<file path="src/hdl/rcsp_pkg.sv">
// Shared types and constants of the RIFF chunk stream parser.
package rcsp_pkg;

   localparam logic [31:0] FCC_RIFF = 32'h4646_4952;
   localparam logic [31:0] FCC_LIST = 32'h5453_494C;
   localparam logic [31:0] FCC_NCTG = 32'h6774_636E;

   localparam logic [15:0] DATE_FIRST_RESET  = 16'h0013;
   localparam logic [15:0] DATE_SECOND_RESET = 16'h0014;

   localparam logic CSR_DATE_FIRST  = 1'b0;
   localparam logic CSR_DATE_SECOND = 1'b1;

   typedef enum logic [2:0] {
      EV_RIFF  = 3'd0,
      EV_CHUNK = 3'd1,
      EV_LIST  = 3'd2,
      EV_TAG   = 3'd3,
      EV_DATE  = 3'd4,
      EV_ERROR = 3'd5
   } event_kind_type;

   typedef enum logic [1:0] {
      ERR_NOT_RIFF = 2'd0,
      ERR_OVERRUN  = 2'd1,
      ERR_TOO_DEEP = 2'd2
   } error_code_type;

   // One result item, as it leaves the parser.
   typedef struct packed {
      logic [1:0]  error_code;
      logic        last_of_tag;
      logic [7:0]  data_byte;
      logic [15:0] tag_id;
      logic [3:0]  nest_level;
      logic [31:0] chunk_size;
      logic [31:0] four_cc;
      logic [2:0]  event_kind;
   } event_type;

   localparam int EVENT_WIDTH = $bits(event_type);

endpackage

</file>
<file path="src/hdl/rcsp_parser.sv">
// Front part: byte-serial RIFF parser that turns each byte into at most one event.
module rcsp_parser #(
   parameter int MAX_NEST = 8
) (
   input  logic              clock,
   input  logic              reset,
   input  logic              byte_valid,
   input  logic [7:0]        stream_byte,
   input  logic              frame_start,
   input  logic [15:0]       date_tag_first,
   input  logic [15:0]       date_tag_second,
   output logic              ev_valid,
   output rcsp_pkg::event_type ev_data
);
   import rcsp_pkg::*;

   localparam int LW = $clog2(MAX_NEST + 1);
   localparam int SW = (MAX_NEST > 1) ? $clog2(MAX_NEST) : 1;

   typedef enum logic [2:0] {
      PH_RIFF, PH_CHUNK, PH_SKIP, PH_TAGHDR, PH_TAGDATA, PH_TAIL, PH_IDLE
   } phase_type;

   phase_type         phase_ff, phase_in;
   logic [3:0]        count_ff, count_in;
   logic [31:0]       id_ff, id_in;
   logic [31:0]       size_ff, size_in;
   logic [LW-1:0]     lp_ff, lp_in;
   logic [31:0]       pay_ff, pay_in;
   logic [31:0]       area_ff, area_in;
   logic [31:0]       tail_ff, tail_in;
   logic [15:0]       tag_ff, tag_in;
   // Remaining byte count of each open level; closed levels are masked by zero flags.
   logic [31:0]       lvl_ff [MAX_NEST];
   logic [MAX_NEST-1:0] zero_ff, zero_in;
   logic              wr_en;
   logic [SW-1:0]     wr_idx;
   logic [31:0]       wr_val;
   logic              ev_valid_in;
   event_type         ev_in;

   // Level count after closing exhausted levels from the top one down, up to the first that is not exhausted.
   function automatic logic [LW-1:0] close_levels(input logic [LW-1:0] lp,
                                                  input logic [MAX_NEST-1:0] z);
      logic [LW-1:0] r;
      r = lp;
      for (int i = MAX_NEST; i >= 1; i--) begin
         if (r == LW'(i) && z[i-1]) r = LW'(i - 1);
      end
      return r;
   endfunction

   always_comb begin
      logic [3:0]  k;
      logic [31:0] idv, szv;
      logic [32:0] total, rest, body;
      logic        over;
      logic [LW-1:0] nlp;
      logic [31:0] inner, area;
      logic        fin;
      phase_type   ph;

      phase_in = phase_ff; count_in = count_ff; id_in = id_ff; size_in = size_ff;
      lp_in = lp_ff; pay_in = pay_ff; area_in = area_ff; tail_in = tail_ff;
      tag_in = tag_ff; zero_in = zero_ff;
      wr_en = 1'b0; wr_idx = '0; wr_val = '0;
      ev_valid_in = 1'b0; ev_in = '0;
      fin = 1'b0;
      total = '0; rest = '0; body = '0; over = 1'b0; inner = '0; area = '0;
      nlp = '0;

      ph = phase_ff; k = count_ff; idv = id_ff; szv = size_ff;
      if (frame_start) begin
         ph = PH_RIFF; k = '0; idv = '0; szv = '0;
         lp_in = '0; pay_in = '0; area_in = '0; tail_in = '0; tag_in = '0;
         zero_in = '1;
      end
      ev_in.nest_level = 4'(lp_in);
      phase_in = ph; count_in = k; id_in = idv; size_in = szv;

      if (byte_valid) begin
         unique case (ph)
            PH_RIFF, PH_CHUNK: begin
               if (k == 4'd0) begin idv = '0; szv = '0; end
               if (k == 4'd8) idv = '0;
               if (k < 4'd4) idv[8*k[1:0] +: 8] = stream_byte;
               else if (k < 4'd8) szv[8*k[1:0] +: 8] = stream_byte;
               else idv[8*k[1:0] +: 8] = stream_byte;
               id_in = idv; size_in = szv; count_in = k + 4'd1;
               if (ph == PH_RIFF) begin
                  if (k == 4'd7 && idv != FCC_RIFF) begin
                     ev_valid_in = 1'b1; ev_in.event_kind = EV_ERROR;
                     ev_in.four_cc = idv; ev_in.chunk_size = szv;
                     ev_in.error_code = ERR_NOT_RIFF;
                     phase_in = PH_IDLE;
                  end else if (k == 4'd11) begin
                     ev_valid_in = 1'b1; ev_in.event_kind = EV_RIFF;
                     ev_in.four_cc = idv; ev_in.chunk_size = szv;
                     wr_en = 1'b1; wr_idx = '0;
                     wr_val = (szv < 32'd4) ? 32'd0 : szv - 32'd4;
                     zero_in[0] = (wr_val == 32'd0);
                     lp_in = LW'(1);
                     fin = 1'b1;
                  end
               end else if (k == 4'd7) begin
                  // Chunk header complete: charge the parent level.
                  rest  = zero_in[SW'(lp_in - LW'(1))] ? 33'd0
                        : {1'b0, lvl_ff[SW'(lp_in - LW'(1))]};
                  total = 33'd8 + ((33'(szv) + 33'd1) & ~33'd1);
                  over  = total > rest;
                  if (over) total = rest;
                  wr_en = 1'b1; wr_idx = SW'(lp_in - LW'(1));
                  wr_val = over ? 32'd0 : 32'(rest - total);
                  zero_in[wr_idx] = (wr_val == 32'd0);
                  body = (total > 33'd8) ? total - 33'd8 : 33'd0;
                  pay_in = 32'(body);
                  if (over) begin
                     ev_valid_in = 1'b1; ev_in.event_kind = EV_ERROR;
                     ev_in.four_cc = idv; ev_in.chunk_size = szv;
                     ev_in.error_code = ERR_OVERRUN;
                  end
                  if (idv != FCC_LIST) begin
                     if (!over) begin
                        ev_valid_in = 1'b1; ev_in.event_kind = EV_CHUNK;
                        ev_in.four_cc = idv; ev_in.chunk_size = szv;
                     end
                     count_in = '0;
                     if (idv == FCC_NCTG) begin
                        area = (szv < 32'(body)) ? szv : 32'(body);
                        area_in = area; tail_in = 32'(body) - area;
                        if (area != 0) phase_in = PH_TAGHDR;
                        else if (32'(body) != area) phase_in = PH_TAIL;
                        else fin = 1'b1;
                     end else if (body != 0) phase_in = PH_SKIP;
                     else fin = 1'b1;
                  end
               end else if (k == 4'd11) begin
                  inner = (pay_ff > 32'd4) ? pay_ff - 32'd4 : 32'd0;
                  ev_valid_in = 1'b1;
                  ev_in.four_cc = idv; ev_in.chunk_size = szv;
                  count_in = '0;
                  if (lp_in >= LW'(MAX_NEST)) begin
                     ev_in.event_kind = EV_ERROR; ev_in.error_code = ERR_TOO_DEEP;
                     pay_in = inner;
                     if (inner != 0) phase_in = PH_SKIP; else fin = 1'b1;
                  end else begin
                     ev_in.event_kind = EV_LIST;
                     wr_en = 1'b1; wr_idx = SW'(lp_in); wr_val = inner;
                     zero_in[wr_idx] = (inner == 32'd0);
                     lp_in = lp_in + LW'(1);
                     fin = 1'b1;
                  end
               end
            end
            PH_SKIP: begin
               if (pay_ff != 0) pay_in = pay_ff - 32'd1;
               if (pay_in == 0) fin = 1'b1;
            end
            PH_TAGHDR: begin
               if (k[1:0] == 2'd0) begin idv = '0; szv = '0; end
               if (k[1:0] < 2'd2) idv[8*k[0] +: 8] = stream_byte;
               else szv[8*k[0] +: 8] = stream_byte;
               id_in = idv; size_in = szv; count_in = {2'b00, k[1:0]} + 4'd1;
               if (area_ff != 0) area_in = area_ff - 32'd1;
               if (k[1:0] == 2'd3) begin
                  tag_in = idv[15:0];
                  ev_valid_in = 1'b1; ev_in.chunk_size = szv; ev_in.tag_id = idv[15:0];
                  if (szv > area_in) begin
                     ev_in.event_kind = EV_ERROR; ev_in.error_code = ERR_OVERRUN;
                     pay_in = area_in;
                  end else begin
                     ev_in.event_kind = EV_TAG; pay_in = szv;
                  end
                  count_in = '0;
                  if (pay_in != 0) phase_in = PH_TAGDATA;
                  else if (area_in != 0) phase_in = PH_TAGHDR;
                  else if (tail_ff != 0) phase_in = PH_TAIL;
                  else fin = 1'b1;
               end else if (area_in == 0) begin
                  count_in = '0;
                  if (tail_ff != 0) phase_in = PH_TAIL; else fin = 1'b1;
               end
            end
            PH_TAGDATA: begin
               if (pay_ff != 0) pay_in = pay_ff - 32'd1;
               if (area_ff != 0) area_in = area_ff - 32'd1;
               if (tag_ff == date_tag_first || tag_ff == date_tag_second) begin
                  ev_valid_in = 1'b1; ev_in.event_kind = EV_DATE;
                  ev_in.tag_id = tag_ff; ev_in.data_byte = stream_byte;
                  ev_in.last_of_tag = (pay_in == 0);
               end
               if (pay_in == 0) begin
                  count_in = '0;
                  if (area_in != 0) phase_in = PH_TAGHDR;
                  else if (tail_ff != 0) phase_in = PH_TAIL;
                  else fin = 1'b1;
               end
            end
            PH_TAIL: begin
               if (tail_ff != 0) tail_in = tail_ff - 32'd1;
               if (tail_in == 0) fin = 1'b1;
            end
            default: ;
         endcase
         if (fin) begin
            nlp = close_levels(lp_in, zero_in);
            lp_in = nlp; count_in = '0;
            phase_in = (nlp == '0) ? PH_IDLE : PH_CHUNK;
         end
      end else begin
         phase_in = phase_ff; count_in = count_ff; id_in = id_ff; size_in = size_ff;
         lp_in = lp_ff; pay_in = pay_ff; area_in = area_ff; tail_in = tail_ff;
         tag_in = tag_ff; zero_in = zero_ff;
      end
   end

   // Parser state and the registered event.
   always_ff @(posedge clock) begin
      if (reset) begin
         phase_ff <= PH_RIFF;
         count_ff <= '0; id_ff <= '0; size_ff <= '0; lp_ff <= '0;
         pay_ff <= '0; area_ff <= '0; tail_ff <= '0; tag_ff <= '0;
         zero_ff <= '1;
         ev_valid <= 1'b0;
      end else begin
         phase_ff <= phase_in;
         count_ff <= count_in; id_ff <= id_in; size_ff <= size_in; lp_ff <= lp_in;
         pay_ff <= pay_in; area_ff <= area_in; tail_ff <= tail_in; tag_ff <= tag_in;
         zero_ff <= zero_in;
         ev_valid <= byte_valid && ev_valid_in;
      end
   end

   always_ff @(posedge clock) begin
      if (byte_valid) ev_data <= ev_in;
      if (byte_valid && wr_en) lvl_ff[wr_idx] <= wr_val;
   end

endmodule

</file>
<file path="src/hdl/rcsp_queue.sv">
// Short event queue between the parser and the result port.
module rcsp_queue (
   input  logic                clock,
   input  logic                reset,
   input  logic                push,
   input  rcsp_pkg::event_type push_data,
   output logic                room,
   output logic                pop_valid,
   input  logic                pop_ready,
   output rcsp_pkg::event_type pop_data
);
   import rcsp_pkg::*;

   localparam int DEPTH = 4;

   event_type   mem_ff [DEPTH];
   logic [1:0]  wr_ff, rd_ff;
   logic [2:0]  cnt_ff;
   logic        pop;

   assign pop       = pop_valid && pop_ready;
   assign pop_valid = (cnt_ff != 3'd0);
   assign pop_data  = mem_ff[rd_ff];
   // Two free entries cover the event still in the parser's output register.
   assign room      = (cnt_ff <= 3'd2);

   always_ff @(posedge clock) begin
      if (reset) begin
         wr_ff <= '0; rd_ff <= '0; cnt_ff <= '0;
      end else begin
         if (push) wr_ff <= wr_ff + 2'd1;
         if (pop) rd_ff <= rd_ff + 2'd1;
         cnt_ff <= cnt_ff + 3'(push) - 3'(pop);
      end
   end

   always_ff @(posedge clock) begin
      if (push) mem_ff[wr_ff] <= push_data;
   end

endmodule

</file>
<file path="src/hdl/riff_chunk_stream_parser_top.sv">
// Top level of the RIFF chunk stream parser.
// One byte is taken per clock while the event queue has room; each byte yields at most one
// event, registered in the parser, through a four-entry queue, so the sustained rate is one
// byte per cycle whenever results are taken as fast. Nesting is kept on MAX_NEST level counters.
module riff_chunk_stream_parser_top #(
   parameter int MAX_NEST = 8
) (
   input  logic         clock,
   input  logic         reset,
   input  logic         req_tvalid,
   output logic         req_tready,
   input  logic [7:0]   req_tdata,   // stream_byte
   input  logic         req_tuser,   // frame_start
   output logic         rsp_tvalid,
   input  logic         rsp_tready,
   output logic [103:0] rsp_tdata,   // event_kind, four_cc, chunk_size, nest_level,
                                     // tag_id, data_byte, last_of_tag, error_code
   input  logic         csr_valid,
   output logic         csr_ready,
   input  logic         csr_index,
   input  logic [15:0]  csr_data
);
   import rcsp_pkg::*;

   logic [15:0] first_ff, second_ff;
   logic        ev_valid, room;
   event_type   ev_data, out_ev;

   assign req_tready = room;
   assign csr_ready  = 1'b1;

   // Date tag registers.
   always_ff @(posedge clock) begin
      if (reset) begin
         first_ff  <= DATE_FIRST_RESET;
         second_ff <= DATE_SECOND_RESET;
      end else if (csr_valid) begin
         case (csr_index)
            CSR_DATE_FIRST:  first_ff  <= csr_data;
            CSR_DATE_SECOND: second_ff <= csr_data;
            default: ;
         endcase
      end
   end

   rcsp_parser #(.MAX_NEST(MAX_NEST)) u_parser (
      .clock, .reset,
      .byte_valid(req_tvalid && room),
      .stream_byte(req_tdata), .frame_start(req_tuser),
      .date_tag_first(first_ff), .date_tag_second(second_ff),
      .ev_valid, .ev_data
   );

   rcsp_queue u_queue (
      .clock, .reset,
      .push(ev_valid), .push_data(ev_data), .room,
      .pop_valid(rsp_tvalid), .pop_ready(rsp_tready), .pop_data(out_ev)
   );

   assign rsp_tdata = {{(104 - EVENT_WIDTH){1'b0}}, out_ev};

endmodule

</file>
<file path="config.mk">
export PLATFORM = sky130hd
export DESIGN_NAME = riff_chunk_stream_parser_top
export DESIGN_NICKNAME = d
export VERILOG_FILES = /design/src/hdl/rcsp_pkg.sv /design/src/hdl/rcsp_parser.sv /design/src/hdl/rcsp_queue.sv /design/src/hdl/riff_chunk_stream_parser_top.sv
export SDC_FILE = /design/constraint.sdc
export NUM_CORES = 2
export LEC_CHECK = 0
export ABC_AREA = 1
export BUFFER_PORTS_ARGS = -buffer_cell sky130_fd_sc_hd__buf_2
export CAP_MARGIN = 20
export CORE_MARGIN = 2
export CORE_UTILIZATION = 26
export CTS_BUF_LIST = sky130_fd_sc_hd__clkbuf_16
export CTS_CLUSTER_SIZE = 12
export DETAILED_ROUTE_END_ITERATION = 10
export RECOVER_POWER = 50
export SLEW_MARGIN = 20
export SYNTH_ARGS = -nofsm -noshare
export SYNTH_HDL_FRONTEND = slang
export SYNTH_SLANG_ARGS = --single-unit
export TNS_END_PERCENT = 100
</file>
<file path="constraint.sdc">
create_clock -name clock -period 18.4 [get_ports clock]
set_clock_uncertainty 0.05 [all_clocks]
set_input_delay 0.92 -clock clock [delete_from_list [all_inputs] [get_ports clock]]
set_output_delay 0.92 -clock clock [all_outputs]
set_load 0.05 [all_outputs]
</file>
# Word level (Yosys, flattened, before mapping)
# Memories as Yosys holds them, arrays and structs flattened. A register that Yosys moved wholly into a read port is not among the register bits.
# Cells that the tools add are included.
[totals]
reg_bits = 333
mem_bits_rw = 648
input_bits = 31
output_inout_bits = 107
elab_cells = 382
mem_count = 2
[mem_list]
columns = ["memory", "words", "word_bits", "rd", "rd_clocked_by_memory_dff", "write_ports", "line", "source"]
rows = [
  ["u_queue.mem_ff", 4, 98, 1, 1, 1, "rcsp_queue.sv:16", "event_type mem_ff [DEPTH];"],
  ["u_parser.lvl_ff", 8, 32, 1, 0, 1, "rcsp_parser.sv:34", "logic [31:0] lvl_ff [MAX_NEST];"],
]
[op_classes]
add_sub_neg = 20
n_lt_le_gt_ge = 15
eq_ne = 23
shift = 4
muxes = 252
n_bitwise = 1
n_reduce_logical = 41
[op_table]
columns = ["op", "n"]
rows = [
  ["two-way mux 32 bit", 74],
  ["two-way mux 67 bit", 8],
  ["case mux 32 bit (2 select lines)", 4],
  ["nonzero test 32 bit", 8],
  ["logical NOT 32 bit", 7],
  ["two-way mux 33 bit", 6],
  ["two-way mux 4 bit", 43],
  ["bitwise mux 32 bit", 4],
  ["case mux 32 bit (4 select lines)", 1],
  ["case mux 32 bit (3 select lines)", 1],
  ["subtractor 32 x 1 -> 32 bit, second input constant", 3],
  ["two-way mux 3 bit", 31],
  ["two-way mux 16 bit", 5],
  ["variable shift 8 x 34 -> 32 bit, first input constant", 2],
  ["variable part select 8 x 34 -> 32 bit", 2],
  ["!= test 32 x 31 -> 1 bit, second input constant", 2],
  ["subtractor 32 x 3 -> 32 bit, second input constant", 2],
  ["subtractor 32 bit", 2],
  ["two-way mux 1 bit", 49],
  ["two-way mux 8 bit", 6],
  ["negation 4 -> 34 bit", 1],
  ["negation 5 -> 34 bit", 1],
  ["adder 32 x 1 -> 33 bit, second input constant", 1],
  ["adder 4 x 33 -> 33 bit, first input constant", 1],
  ["other kinds (52)", 92],
]

# Logic depth before layout (Yosys ltp)
[depth]
ltp_word = 71
depth_mapped = 104

# By module
# From an unflattened synthesis, not the netlist that was laid out.
[hier_totals]
hier_cells = 7481
hier_area_um2 = 60224.0
[modules_own_cells]
columns = ["module", "n_inst", "cells_each", "area_each_um2"]
rows = [
  ["rcsp_parser", 1, 6293, 43884.6],
  ["rcsp_queue", 1, 1007, 14980.6],
  ["riff_chunk_stream_parser_top", 1, 181, 1358.8],
]

# Worst setup path after synthesis
# Ideal clock, no wire load.
[synth_timing]
kind = "input to register"
start = "input port req_tuser"
end = "register u_parser.tail_ff[31]"
setup_time_ns = 0.095
t_arrival_ns = 13.263
required_ns = 18.255
slack_ns = 4.992
stages = 90
n_path_buf = 10
cell_sequence = "buf_6 inv_4 buf_6 buf_2 clkbuf_1 clkbuf_1 nand2_1 ha_1 clkbuf_1 nand3_1 clkbuf_1 clkbuf_1 o22ai_1 or4_1 nor2_1 inv_1 ha_1 nand2_1 [... 54 more ...] inv_1 o21ai_0 inv_1 o21ai_0 inv_1 o21ai_0 inv_1 o21ai_0 inv_1 o21ai_0 a31oi_1 o21ai_0 nand3_1 nand2_1 xor2_1 o21ai_0 o21ai_0 a221oi_1"
[synth_between]
elab_chain_cells = 28
[synth_rtl]
columns = ["item", "line", "source"]
rows = [
  ["from (decl)", "riff_chunk_stream_parser_top.sv:13", "input logic req_tuser,"],
  ["parallel branches: the longest is 27 deep, another holds negation 5 -> 34 bit", "n/a", ""],
  ["case mux 32 bit (2 select lines) *", "rcsp_parser.sv:82", "unique case (ph)"],
  ["to (signal assigned)", "rcsp_parser.sv:228", "pay_ff <= pay_in; area_ff <= area_in; tail_ff <= tail_in; tag_ff <= tag_in;"],
  ["to (decl)", "rcsp_parser.sv:31", "logic [31:0] tail_ff, tail_in;"],
]
# Mark *: on every way between the ends. The select of a mux whose other input is x is not followed.
# A chain may end at the register's enable or synchronous reset.

# Final worst setup path
# Ends and elaborated chain as after synthesis.

==> impl_metrics.csv <==
group,metric,value,unit
run_status,status,"finished with violations",
run_status,failed_checks,"capacitance limit, slew limit",
cts,cts_sinks,983,
logic_synthesis,yosys_most_used_dff,"edfxtp_1",
worst_setup_path,cpPeakStageDelay,0.54,ns
logic_synthesis,netlist_area,0.0600,mm2
logic_synthesis,synth_warnings,0,
worst_setup_path,crit_top_cell,"nand2_1",
logic_synthesis,synth_top_area_frac,0.373,
worst_setup_path,cp_max_fo,31,
die,core_area,0.230,mm2
worst_setup_path,start_kind,"input pin",
cts,hold_buffers,0,
cts,root_buffer,"clkbuf_16",
logic_synthesis,yosysUniqueCellTypes,72,
detailed_routing,ant_nets,0,
logic_synthesis,synth_edf_count,746,
detailed_routing,route.vias.total,57700,
die,dieHeight,484,um
sta,slew_violations,769,
global_routing,overflow,0,
placed_design,portBuffers,130,
logic_synthesis,synthArstFlopShare,0,
sta,setup_tns,0,ns
finish,drive_gt1_frac,0.0767,
worst_setup_path,cp_slowest_cell,"nor2_1",
sta,max_freq,0.0619,GHz
logic_synthesis,synth_top_area_cell,"edfxtp_1",
finish,fin_nets,7726,
cts,cts_max_path_buffers,3,
sta,finalSetupViolCount,0,
logic_synthesis,synth_most_common_cell,"nand2_1",
logic_synthesis,synth_area_leaders,"edfxtp_1, nand2_1, dfxtp_1",
die,start_util,0.261,
cts,clk_pin_slew,0.06,ns
placed_design,place.gp.congestion,1.01,
placed_design,place_hpwl,192,mm
cts,tritoncts,"built",
sta,hold_violations,0,
global_routing,gr-usage-all-layers,0.212,
detailed_routing,post_drt_wl_per_cell,24.5,um
detailed_routing,routed_wirelength,261,mm
worst_setup_path,cp-end-kind,"flip-flop",
logic_synthesis,yosysSeqAreaShare,0.452,
sta,slew_headroom,-1.86,
detailed_routing,first_pass_iters,6,
detailed_routing,dr.first_iter.drc_count,7769,
detailed_routing,via_per_inst,5.43,
logic_synthesis,ys_ff_latch,983,
finish,area.growth.synth_to_final,11.9,%
global_routing,grt_max_degree,85,
worst_setup_path,cp.arrival,16.73,ns
cts,cts_htree_levels,3,
die,die_area,0.235,mm2
cts,cts_buffers,101,
min_path,hp-class,"input pin to flip-flop",
sta,fin_crit_sh,0.878,
die,pin_count,138,
sta,rsz0062_at_grt,"no",
die,core.rowCount,176,
sta,period_needed,16.15,ns
global_routing,first_global_vias,52500,
run,drv_cap,14,
worst_setup_path,crit_required,18.98,ns
global_routing,grt_pass1_wl,370,mm
detailed_routing,drc_errors,0,
cts,worstSkewPairLatency,0.77,ns
cts,cts_setup_buffers,0,
logic_synthesis,syn_avg_cell_area,7.99,um2
worst_setup_path,crit_type,"input pin to flip-flop",
die,die_x,484,um
cts,cts_resized,0,
global_routing,antenna_found_initial,15,
logic_synthesis,syn_inst,7514,
worst_setup_path,critical_path.top_delay_family,"simple AND/OR/NAND/NOR gates",
sta,max_slew.worst_pin.slew,4.30,ns
worst_setup_path,worst-path-buf-inv,16,
logic_synthesis,synth_common_cells,"nand2_1, nor2_1, edfxtp_1",
-- routing by layer --
layer | up-vias | part of all wire | global-route usage
met3 | 504 | 0.098 | 0.0385
met1 | 27900 | 0.43 | 0.300
met4 | 8 | 0.046 | 0.0902
met2 | 3092 | 0.42 | 0.313
li1 | 26200 | - | -
met5 | - | 0.00021 | 0
-- cells in the final DEF (no fill, tap or decap), drive strengths merged, types with 23 or more instances in the layout --
cell | Yosys | final
nor4 | 75 | 75
nand3 | 331 | 331
clkbuf | 295 | 115
xor2 | 130 | 130
clkinv | 13 | 37
nand2 | 1428 | 1428
nor3 | 149 | 149
xnor2 | 58 | 58
edfxtp | 746 | 746
a21oi | 456 | 456
a221oi | 60 | 60
o221ai | 68 | 68
nand4 | 129 | 129
buf | 86 | 256
o211ai | 80 | 80
o21ai | 637 | 637
o22ai | 262 | 262
a211oi | 23 | 23
inv | 748 | 789
nor2 | 1069 | 1069
a31oi | 63 | 63
ha | 180 | 180
dfxtp | 237 | 237
o2111ai | 31 | 31
-- worst register-to-register path: cells and delay by family (launching register included) --
family                   cells  cell delay [ns]
flip-flops                   1             0.57
AO/OA/AOI/OAI               21             4.40
AND/OR/NAND/NOR             50             6.81
buffers and inverters       15             2.06
XOR/XNOR                     2             0.21
adder cells (fa/ha/maj)      5             1.47
-- cell families (layout without fill, tap and decap cells) --
logic type / Yosys count / in the layout / share of synthesized area
simple gates: 3235 / 3235 / 0.230
compound gates: 1781 / 1781 / 0.177
fa+ha+maj: 183 / 183 / 0.0385
xor+xnor: 188 / 188 / 0.0274
buf+inv: 1142 / 1209 / 0.0750
other cells: 2 / 18 / 0.000125
flops: 983 / 983 / 0.452
-- through the flow --
| stage | hold WS [ns] | instance area, um2 | std cells | util | setup WS [ns] |
|---|---|---|---|---|---|
| detailed placement | 0.402 | 64000 | 10400 | 0.279 | 2.00 |
| global placement | 0.392 | 64000 | 10400 | 0.279 | 2.14 |
| CTS | 0.255 | 67200 | 10600 | 0.292 | 2.75 |
| global route | 0.317 | 67100 | 10600 | 0.292 | 0.702 |
| finish | 0.327 | 67200 | 10600 | 0.292 | 2.25 |
| floorplan | 0.386 | 60000 | 7520 | - | 4.99 |
-- final timing paths --
check                           slack (ns)  cells after the start            startpoint                   end
worst min register to register        0.41                      2    u_parser.id_ff[23]    u_parser.id_ff[23]
worst max-delay path                  2.25                     94             req_tuser  u_parser.tail_ff[31]
worst min-delay path                  0.33                      3           csr_data[4]          second_ff[4]
worst max register to register        2.70                     93  u_parser.count_ff[1]  u_parser.tail_ff[31]
-- cell type report --
type                       count  area, um2
clock inverter                77        586
clock buffer                 101       2530
inverter                     761       2870
multi-input combinational   5395      28500
tap                         3026       3790
fill                       24500     163000
antenna                       10       25.0
sequential                   983      27200
timing repair buffer         270       1680
-- state kept, by name, indices dropped and copies added, names as in the netlist, 8 cells and up, named ones only --
name and count:
u_parser.lvl_ff 256, u_parser.id_ff 32, u_parser.tag_ff 16, u_parser.tail_ff 32
u_parser.size_ff 32, first_ff 16, u_parser.area_ff 32, second_ff 16
u_parser.ev_data 98, u_parser.zero_ff 8, u_queue.mem_ff 392, u_parser.pay_ff 32
Power is left out: the tool's default activity adds up to more than one toggle a clock period on the data nets, which glitch-free logic cannot reach.
